### config.mk
export PLATFORM = sky130hd
export DESIGN_NAME = stream_pattern_replace_core_flat
export DESIGN_NICKNAME = d
export VERILOG_FILES = /design/src/hw/rtl/spr_pkg.sv /design/src/hw/rtl/spr_in_if.sv /design/src/hw/rtl/spr_out_if.sv /design/src/hw/rtl/stream_pattern_replace_core.sv /design/src/flat_wrapper.sv
export SDC_FILE = /design/constraint.sdc
export NUM_CORES = 2
export LEC_CHECK = 0
export ABC_CLOCK_PERIOD_IN_PS = 13200
export BUFFER_PORTS_ARGS = -buffer_cell sky130_fd_sc_hd__buf_2
export CAP_MARGIN = 20
export CELL_PAD_IN_SITES_DETAIL_PLACEMENT = 0
export CELL_PAD_IN_SITES_GLOBAL_PLACEMENT = 1
export CORE_MARGIN = 2
export CORE_UTILIZATION = 50
export CTS_CLUSTER_DIAMETER = 100
export DETAILED_ROUTE_END_ITERATION = 12
export HOLD_SLACK_MARGIN = 0.1
export PLACE_DENSITY = 0.8
export SETUP_SLACK_MARGIN = 0.5
export SLEW_MARGIN = 20
export SYNTH_ARGS = -nofsm -noshare
export SYNTH_HDL_FRONTEND = slang
export SYNTH_SLANG_ARGS = --single-unit
### constraint.sdc
create_clock -name clk -period 13.2 [get_ports clk]
set_clock_uncertainty 0.15 [all_clocks]
set_input_delay 0.66 -clock clk [delete_from_list [all_inputs] [get_ports clk]]
set_output_delay 0.66 -clock clk [all_outputs]
set_load 0.02 [all_outputs]
### src/hw/rtl/spr_pkg.sv
package spr_pkg;

  localparam int CHAR_W     = 16;
  localparam int BYTES_W    = 32;
  localparam int CFG_DATA_W = 64;
  localparam int LEN_W      = 4;
  localparam int SLOT_W     = 3;

  typedef logic [2:0] cfg_index_t;

  localparam cfg_index_t CFG_CHAR_WIDE      = 3'd0;
  localparam cfg_index_t CFG_PATTERN_LENGTH = 3'd1;
  localparam cfg_index_t CFG_PATTERN_LOW    = 3'd2;
  localparam cfg_index_t CFG_PATTERN_HIGH   = 3'd3;
  localparam cfg_index_t CFG_REPLACE_LENGTH = 3'd4;
  localparam cfg_index_t CFG_REPLACE_LOW    = 3'd5;
  localparam cfg_index_t CFG_REPLACE_HIGH   = 3'd6;

  typedef struct packed {
    logic [CHAR_W-1:0] in_char;
    logic              is_final;
  } in_word_t;

  typedef struct packed {
    logic [CHAR_W-1:0]  out_char;
    logic               char_valid;
    logic               end_of_run;
    logic [BYTES_W-1:0] out_bytes;
  } out_word_t;

endpackage

### src/hw/rtl/spr_in_if.sv
interface spr_in_if;
  import spr_pkg::*;

  logic     valid;
  logic     ready;
  in_word_t data;

  modport source (output valid, output data, input ready);
  modport sink (input valid, input data, output ready);

endinterface

### src/hw/rtl/spr_out_if.sv
interface spr_out_if;
  import spr_pkg::*;

  logic      valid;
  logic      ready;
  out_word_t data;

  modport source (output valid, output data, input ready);
  modport sink (input valid, input data, output ready);

endinterface

### src/hw/rtl/stream_pattern_replace_core.sv
// Streaming find-and-replace. One character word enters per cycle unless the core stalls;
// an accepted word waits in an input register, where combinational logic compares the
// character window with the pattern and loads every output word that the character causes
// (zero to MAX_PATTERN) into an output burst register, which drains one word per cycle
// while the output is ready; a character causing at most one output word then does not hold
// the input, and one causing more holds it until the burst register is down to its last
// word. On a final character the window is flushed and the last output word carries
// end_of_run and the byte count of the string; a final character that leaves nothing to
// emit yields a bare end marker. The user writes configuration through cfg_write /
// cfg_index / cfg_data only while no word is in flight; the core does not enforce this.
module stream_pattern_replace_core #(
  parameter int MAX_PATTERN = 8
) (
  input  logic                              clk,
  input  logic                              rst,
  input  logic                              cfg_write,
  input  spr_pkg::cfg_index_t               cfg_index,
  input  logic [spr_pkg::CFG_DATA_W-1:0]    cfg_data,
  spr_in_if.sink                            in_stream,
  spr_out_if.source                         out_stream
);
  import spr_pkg::*;

  localparam int CNT_W = $clog2(MAX_PATTERN + 1);
  localparam int IDX_W = (MAX_PATTERN > 1) ? $clog2(MAX_PATTERN) : 1;
  localparam logic [LEN_W-1:0] MAX_LEN = LEN_W'(MAX_PATTERN);

  function automatic logic [CHAR_W-1:0] packed_char(input logic wide,
                                                     input logic [CFG_DATA_W-1:0] lo,
                                                     input logic [CFG_DATA_W-1:0] hi,
                                                     input logic [SLOT_W-1:0] i);
    logic [CHAR_W-1:0] ch;
    if (wide) begin
      if (i[2]) begin
        ch = hi[{i[1:0], 4'b0000} +: 16];
      end else begin
        ch = lo[{i[1:0], 4'b0000} +: 16];
      end
    end else begin
      ch = {8'h00, lo[{i, 3'b000} +: 8]};
    end
    return ch;
  endfunction

  function automatic logic [BYTES_W-1:0] sat_add(input logic [BYTES_W-1:0] a,
                                                 input logic [4:0] b);
    logic [BYTES_W:0] s;
    s = {1'b0, a} + (BYTES_W + 1)'(b);
    return s[BYTES_W] ? {BYTES_W{1'b1}} : s[BYTES_W-1:0];
  endfunction

  logic                  char_wide;
  logic [LEN_W-1:0]      pattern_length;
  logic [CFG_DATA_W-1:0] pattern_low;
  logic [CFG_DATA_W-1:0] pattern_high;
  logic [LEN_W-1:0]      replace_length;
  logic [CFG_DATA_W-1:0] replace_low;
  logic [CFG_DATA_W-1:0] replace_high;

  logic                  pend_valid;
  logic [CHAR_W-1:0]     pend_char;
  logic                  pend_final;

  logic [CHAR_W-1:0]     window [MAX_PATTERN];
  logic [CHAR_W-1:0]     window_next [MAX_PATTERN];
  logic [CNT_W-1:0]      fill;
  logic [CNT_W-1:0]      fill_next;
  logic [BYTES_W-1:0]    emitted;

  logic [CHAR_W-1:0]     q_char [MAX_PATTERN];
  logic [CNT_W-1:0]      q_left;
  logic                  q_bare;
  logic                  q_fin;
  logic                  q_wide;
  logic [BYTES_W-1:0]    q_bytes;

  logic                  out_fire;
  logic                  burst_free;
  logic                  load;

  logic [CNT_W-1:0]      p;
  logic [CNT_W-1:0]      r;
  logic [CHAR_W-1:0]     mask;
  logic [CHAR_W-1:0]     c;
  logic [CNT_W-1:0]      f0;
  logic [CNT_W-1:0]      f;
  logic                  ge;
  logic [CNT_W-1:0]      extra;
  logic [MAX_PATTERN-1:0] hit_bits;
  logic                  match;
  logic [CNT_W-1:0]      k;
  logic [CNT_W-1:0]      rr;
  logic [CNT_W-1:0]      nlist;
  logic [CHAR_W-1:0]     w_ins [MAX_PATTERN];
  logic [CHAR_W-1:0]     list [MAX_PATTERN];
  logic [4:0]            step;

  always_ff @(posedge clk) begin
    if (rst) begin
      char_wide      <= 1'b0;
      pattern_length <= LEN_W'(1);
      pattern_low    <= '0;
      pattern_high   <= '0;
      replace_length <= '0;
      replace_low    <= '0;
      replace_high   <= '0;
    end else if (cfg_write) begin
      case (cfg_index)
        CFG_CHAR_WIDE:      char_wide      <= cfg_data[0];
        CFG_PATTERN_LENGTH: pattern_length <= cfg_data[LEN_W-1:0];
        CFG_PATTERN_LOW:    pattern_low    <= cfg_data;
        CFG_PATTERN_HIGH:   pattern_high   <= cfg_data;
        CFG_REPLACE_LENGTH: replace_length <= cfg_data[LEN_W-1:0];
        CFG_REPLACE_LOW:    replace_low    <= cfg_data;
        CFG_REPLACE_HIGH:   replace_high   <= cfg_data;
        default: ;
      endcase
    end
  end

  assign out_fire   = out_stream.valid & out_stream.ready;
  assign burst_free = (q_left == '0) || ((q_left == CNT_W'(1)) && out_fire);
  assign load       = pend_valid && burst_free;

  assign in_stream.ready = !pend_valid || load;

  always_ff @(posedge clk) begin
    if (rst) begin
      pend_valid <= 1'b0;
    end else if (in_stream.valid && in_stream.ready) begin
      pend_valid <= 1'b1;
    end else if (load) begin
      pend_valid <= 1'b0;
    end
  end

  always_ff @(posedge clk) begin
    if (in_stream.valid && in_stream.ready) begin
      pend_char  <= in_stream.data.in_char;
      pend_final <= in_stream.data.is_final;
    end
  end

  always_comb begin
    if (pattern_length == '0) begin
      p = CNT_W'(1);
    end else if (pattern_length > MAX_LEN) begin
      p = CNT_W'(MAX_PATTERN);
    end else begin
      p = pattern_length[CNT_W-1:0];
    end
    if (replace_length > LEN_W'(p)) begin
      r = p;
    end else begin
      r = replace_length[CNT_W-1:0];
    end
    mask = char_wide ? 16'hFFFF : 16'h00FF;
    step = char_wide ? 5'd2 : 5'd1;
    c    = pend_char & mask;
    f0   = (fill > CNT_W'(MAX_PATTERN - 1)) ? CNT_W'(MAX_PATTERN - 1) : fill;
    f    = f0 + CNT_W'(1);
    ge   = (f >= p);
    extra = ge ? (f - p) : '0;
  end

  always_comb begin
    for (int j = 0; j < MAX_PATTERN; j++) begin
      w_ins[j] = (CNT_W'(j) == f0) ? c : window[j];
    end
  end

  always_comb begin
    int idx;
    logic [CHAR_W-1:0] sel;
    for (int i = 0; i < MAX_PATTERN; i++) begin
      idx = int'(extra) + i;
      sel = '0;
      if (idx < MAX_PATTERN) begin
        sel = w_ins[IDX_W'(idx)];
      end
      hit_bits[i] = (CNT_W'(i) >= p) ||
                    ((sel & mask) ==
                     packed_char(char_wide, pattern_low, pattern_high, SLOT_W'(i)));
    end
    match = ge && (&hit_bits);
  end

  always_comb begin
    if (match) begin
      k         = extra;
      rr        = r;
      fill_next = '0;
    end else if (ge) begin
      k         = pend_final ? f : extra + CNT_W'(1);
      rr        = '0;
      fill_next = pend_final ? '0 : p - CNT_W'(1);
    end else begin
      k         = pend_final ? f : '0;
      rr        = '0;
      fill_next = pend_final ? '0 : f;
    end
    nlist = k + rr;
  end

  always_comb begin
    for (int j = 0; j < MAX_PATTERN; j++) begin
      if (CNT_W'(j) < k) begin
        list[j] = w_ins[j] & mask;
      end else begin
        list[j] = packed_char(char_wide, replace_low, replace_high,
                              SLOT_W'(j - int'(k)));
      end
      if (j + int'(k) < MAX_PATTERN) begin
        window_next[j] = w_ins[IDX_W'(j + int'(k))];
      end else begin
        window_next[j] = w_ins[j];
      end
    end
  end

  always_ff @(posedge clk) begin
    if (load) begin
      window <= window_next;
    end
  end

  always_ff @(posedge clk) begin
    if (rst) begin
      fill    <= '0;
      emitted <= '0;
    end else if (load) begin
      fill    <= fill_next;
      emitted <= pend_final ? '0 : sat_add(emitted, 5'(nlist) << char_wide);
    end
  end

  always_ff @(posedge clk) begin
    if (rst) begin
      q_left <= '0;
    end else if (load) begin
      q_left <= (nlist == '0 && pend_final) ? CNT_W'(1) : nlist;
    end else if (out_fire) begin
      q_left <= q_left - CNT_W'(1);
    end
  end

  always_ff @(posedge clk) begin
    if (load) begin
      q_fin  <= pend_final;
      q_wide <= char_wide;
      if (nlist == '0) begin
        q_bare    <= 1'b1;
        q_char[0] <= '0;
        q_bytes   <= emitted;
        for (int j = 1; j < MAX_PATTERN; j++) begin
          q_char[j] <= list[j];
        end
      end else begin
        q_bare  <= 1'b0;
        q_char  <= list;
        q_bytes <= sat_add(emitted, step);
      end
    end else if (out_fire) begin
      for (int j = 0; j < MAX_PATTERN - 1; j++) begin
        q_char[j] <= q_char[j + 1];
      end
      q_bytes <= sat_add(q_bytes, q_wide ? 5'd2 : 5'd1);
    end
  end

  assign out_stream.valid           = (q_left != '0);
  assign out_stream.data.out_char   = q_char[0];
  assign out_stream.data.char_valid = !q_bare;
  assign out_stream.data.end_of_run = q_fin && (q_left == CNT_W'(1));
  assign out_stream.data.out_bytes  = q_bytes;

endmodule

### src/flat_wrapper.sv
// flat-port wrapper written by rule: the top's interface ports become plain ports
module stream_pattern_replace_core_flat import spr_pkg::*;
#(
  parameter int MAX_PATTERN = 8
)
  (clk, rst, cfg_write, cfg_index, cfg_data, in_stream_valid, in_stream_data, in_stream_ready, out_stream_valid, out_stream_data, out_stream_ready);
  spr_in_if in_stream_i ();
  spr_out_if out_stream_i ();
  input  logic clk;
  input  logic rst;
  input  logic cfg_write;
  input  spr_pkg::cfg_index_t cfg_index;
  input  logic [spr_pkg::CFG_DATA_W-1:0] cfg_data;
  input wire logic [$bits(in_stream_i.valid)-1:0] in_stream_valid;
  input wire logic [$bits(in_stream_i.data)-1:0] in_stream_data;
  output wire logic [$bits(in_stream_i.ready)-1:0] in_stream_ready;
  output wire logic [$bits(out_stream_i.valid)-1:0] out_stream_valid;
  output wire logic [$bits(out_stream_i.data)-1:0] out_stream_data;
  input wire logic [$bits(out_stream_i.ready)-1:0] out_stream_ready;
  assign in_stream_i.valid = in_stream_valid;
  assign in_stream_i.data = in_stream_data;
  assign in_stream_ready = in_stream_i.ready;
  assign out_stream_valid = out_stream_i.valid;
  assign out_stream_data = out_stream_i.data;
  assign out_stream_i.ready = out_stream_ready;
  stream_pattern_replace_core #(.MAX_PATTERN(MAX_PATTERN)) u_core (.clk(clk), .rst(rst), .cfg_write(cfg_write), .cfg_index(cfg_index), .cfg_data(cfg_data), .in_stream(in_stream_i), .out_stream(out_stream_i));
endmodule
==> flow_summary.json <==
{
  "dieHeight_um": 315,
  "synthTopCellsByArea": "edfxtp_1, mux2i_1, dfxtp_1, nand2_1, mux4_2",
  "yosys.area.top_type": "edfxtp_1",
  "maxSlewHeadroom_pct": 11.2,
  "cts_buffers": 75,
  "die_x_um": 315,
  "synthArstFlopShare_pct": 0,
  "wl_mm": 263,
  "syn-cell-area_mm2": 0.0484,
  "synth_common_cells": "nand2_1, mux2i_1, a21oi_1, nor2_1, edfxtp_1",
  "drtIter0Drc": 9350,
  "p_seq_share_pct": 29.8,
  "clk_path_buf_depth": 3,
  "grt_pass1_wl_mm": 357,
  "syn_to_final_growth_pct": 9.61,
  "dieArea_mm2": 0.0993,
  "synth_cell_type_count": 112,
  "yosysMostFrequentCell": "nand2_1",
  "synth_seq_cells": 614,
  "grt_start_max_net_pins": 159,
  "finalSetupTns_ns": 0,
  "fp.coreArea_mm2": 0.0963,
  "min_period_ns": 12.21,
  "hold_ws_ns": 0.135,
  "ys.flop_type": "edfxtp_1",
  "hold_depth": 3,
  "grt_pass1_vias": 45200,
  "ctsRootBufferMaster": "clkbuf_16",
  "crit_required_ns": 13.61,
  "ys_seq_area_share_pct": 31.8,
  "critPathKind": "flip-flop to flip-flop",
  "rsz0062_at_grt": "false",
  "p_sw_w": 0.00433,
  "rows": 114,
  "p_leak_nw": 19.7,
  "synth_edf_count": 308,
  "start_util_pct": 50.3,
  "post-route-period-util_pct": 92.5,
  "io_pins": 141,
  "vias_per_cell": 7.35,
  "port_buffers": 140,
  "ant_nets": 0,
  "pwr-share-comb_pct": 48.2,
  "layout-drive-gt1-share_pct": 15.4,
  "dr.pass1.iters": 11,
  "cap_viol_max_count": 0,
  "cts_tree": "yes",
  "synth_top_area_share_pct": 19.1,
  "powerDensity_mw_per_mm2": 181,
  "path_max_fanout": 32,
  "cp.arrival_ns": 12.62,
  "num_vias": 50900,
  "nets": 5702,
  "finalHoldViolCount": 0,
  "antenna_found_initial": 18,
  "cts_sinks": 614,
  "max_stage_delay_ns": 0.93,
  "peakVddDrop_v": 0.000137,
  "post-cts-setup-buffers": 0,
  "maxSlewViolCount": 0,
  "reg2regPathDepth": 42,
  "worstMarginPinSlew_ns": 1.33,
  "gr-total-overflow": 0,
  "hold_class": "input port to flip-flop",
  "postSynthCellCount": 5595,
  "setup_violations": 0,
  "postSynthAreaPerCell_um2": 8.65,
  "outcome": "finished, final reports clean",
  "clk_latency_ns": 0.68,
  "endpoint_kind": "flip-flop",
  "intPower_w": 0.00525,
  "clock.fmax_ghz": 0.0819,
  "wire_per_inst_um": 38.0,
  "switching_share_pct": 45.2,
  "synth_nets": 5730,
  "p_clk_share_pct": 21.9,
  "htreeDepth": 3,
  "clk_pin_slew_ns": 0.06,
  "gp_congestion": 1.11,
  "n_fill_cell": 8911,
  "total_power_w": 0.00958,
  "slowest_stage": "o32ai_1",
  "worstSetupStartpointType": "flip-flop",
  "drc": 0,
  "synth_warnings": 0,
  "hpwlAfterDp_mm": 192,
  "crit_top_cell": "nor2_1",
  "grtUsageTotal_pct": 51.3
}
-- layer usage --
metal | global-route usage [%] | wire (um)
met5 | 1.55 | 264
met4 | 33.0 | 20900
met3 | 22.8 | 44300
met1 | 67.9 | 97900
met2 | 66.7 | 99500
-- path summary, 6_finish.rpt --
check / slack, ns / start / end
min: 0.14 / cfg_data[29] / u_core.replace_high[29]
max reg2reg: 0.99 / u_core.fill[3] / u_core.emitted[11]
min reg2reg: 0.30 / u_core.pattern_high[16] / u_core.pattern_high[16]
max: 0.99 / u_core.fill[3] / u_core.emitted[11]
-- registers in the layout, indices dropped and copies added, names as in the netlist, 4 cells and up --
register                flops
u_core.replace_low         64
u_core.replace_length       4
u_core.pattern_low         64
u_core.q_left               4
u_core.out_stream.data     16
u_core.pattern_length       4
u_core.q_char             112
u_core.fill                 4
u_core.window             128
u_core.replace_high        64
u_core.pend_char           16
u_core.pattern_high        64
u_core.emitted             32
u_core.q_bytes             32
-- stage by stage --
stage,std cells,setup WS (ns),cell area [um2],util (%)
final,6922,0.993,53000,55.1
after global routing,6908,0.508,53000,55.0
after CTS,6904,1.38,53000,55.0
after detailed placement,6748,1.44,50400,52.3
after global placement,6748,1.63,50400,52.3
after floorplan,5595,2.18,48400,-
-- timing repair --
item                                   in CTS  in global routing
setup endpoints to repair                   0                  7
hold buffers                               18                  0
resized for setup                           0                  2
endpoints found under the hold margin      18                  0
-- critical path: cells and delay by family, from the launching register on --
family	cells	cell delay [ns]
buffers and inverters	8	1.59
DFF	1	0.53
muxes	2	0.59
AOI/OAI and AO/OA	8	2.35
adders and majority gates	6	2.51
and+or+nand+nor	18	4.33
-- placed cells by master (no fill, tap or decap), drive strengths merged, types with 85 or more instances in the layout --
cell type / netlist / routed
nand2: 941 / 941
a21oi: 532 / 532
buf: 183 / 343
a22oi: 85 / 85
inv: 80 / 90
mux2: 155 / 155
nor2: 400 / 400
dfxtp: 306 / 306
edfxtp: 308 / 308
nor3: 126 / 126
o21ai: 325 / 325
mux4: 149 / 149
clkbuf: 283 / 101
o22ai: 98 / 98
mux2i: 652 / 652
nand3: 144 / 144
-- final cells by class --
class                   instances  area (um2)  area share [%]
clock buffers                 101        2080            3.92
clock inverters                37         327           0.616
inverters                      82         333           0.628
multi-input cells            4433       30800            58.1
repair buffers                361        2440            4.61
flip-flops and latches        614       15400            29.0
diodes                         18        45.0          0.0849
well taps                    1276        1600            3.01
-- power by group through the flow --
stage / clock (W) / sequential, W / combinational, W
2_1_floorplan: 0 / 0.00287 / 0.00264
3_3_place_gp: 0 / 0.00286 / 0.00428
3_5_place_dp: 0 / 0.00287 / 0.00432
4_1_cts: 0.00210 / 0.00284 / 0.00433
5_1_grt: 0.00217 / 0.00287 / 0.00469
6_report: 0.00210 / 0.00285 / 0.00462
-- kinds of logic after synthesis --
kind of cell	synth area share [%]
AOI/OAI and AO/OA	19.3
buffers and inverters	5.06
xor gates and xnor gates	2.15
DFF	31.8
and+or+nand+nor	16.4
muxes	24.0
adders and majority gates	1.27
Note: power is estimated with default switching activity, not from simulation.
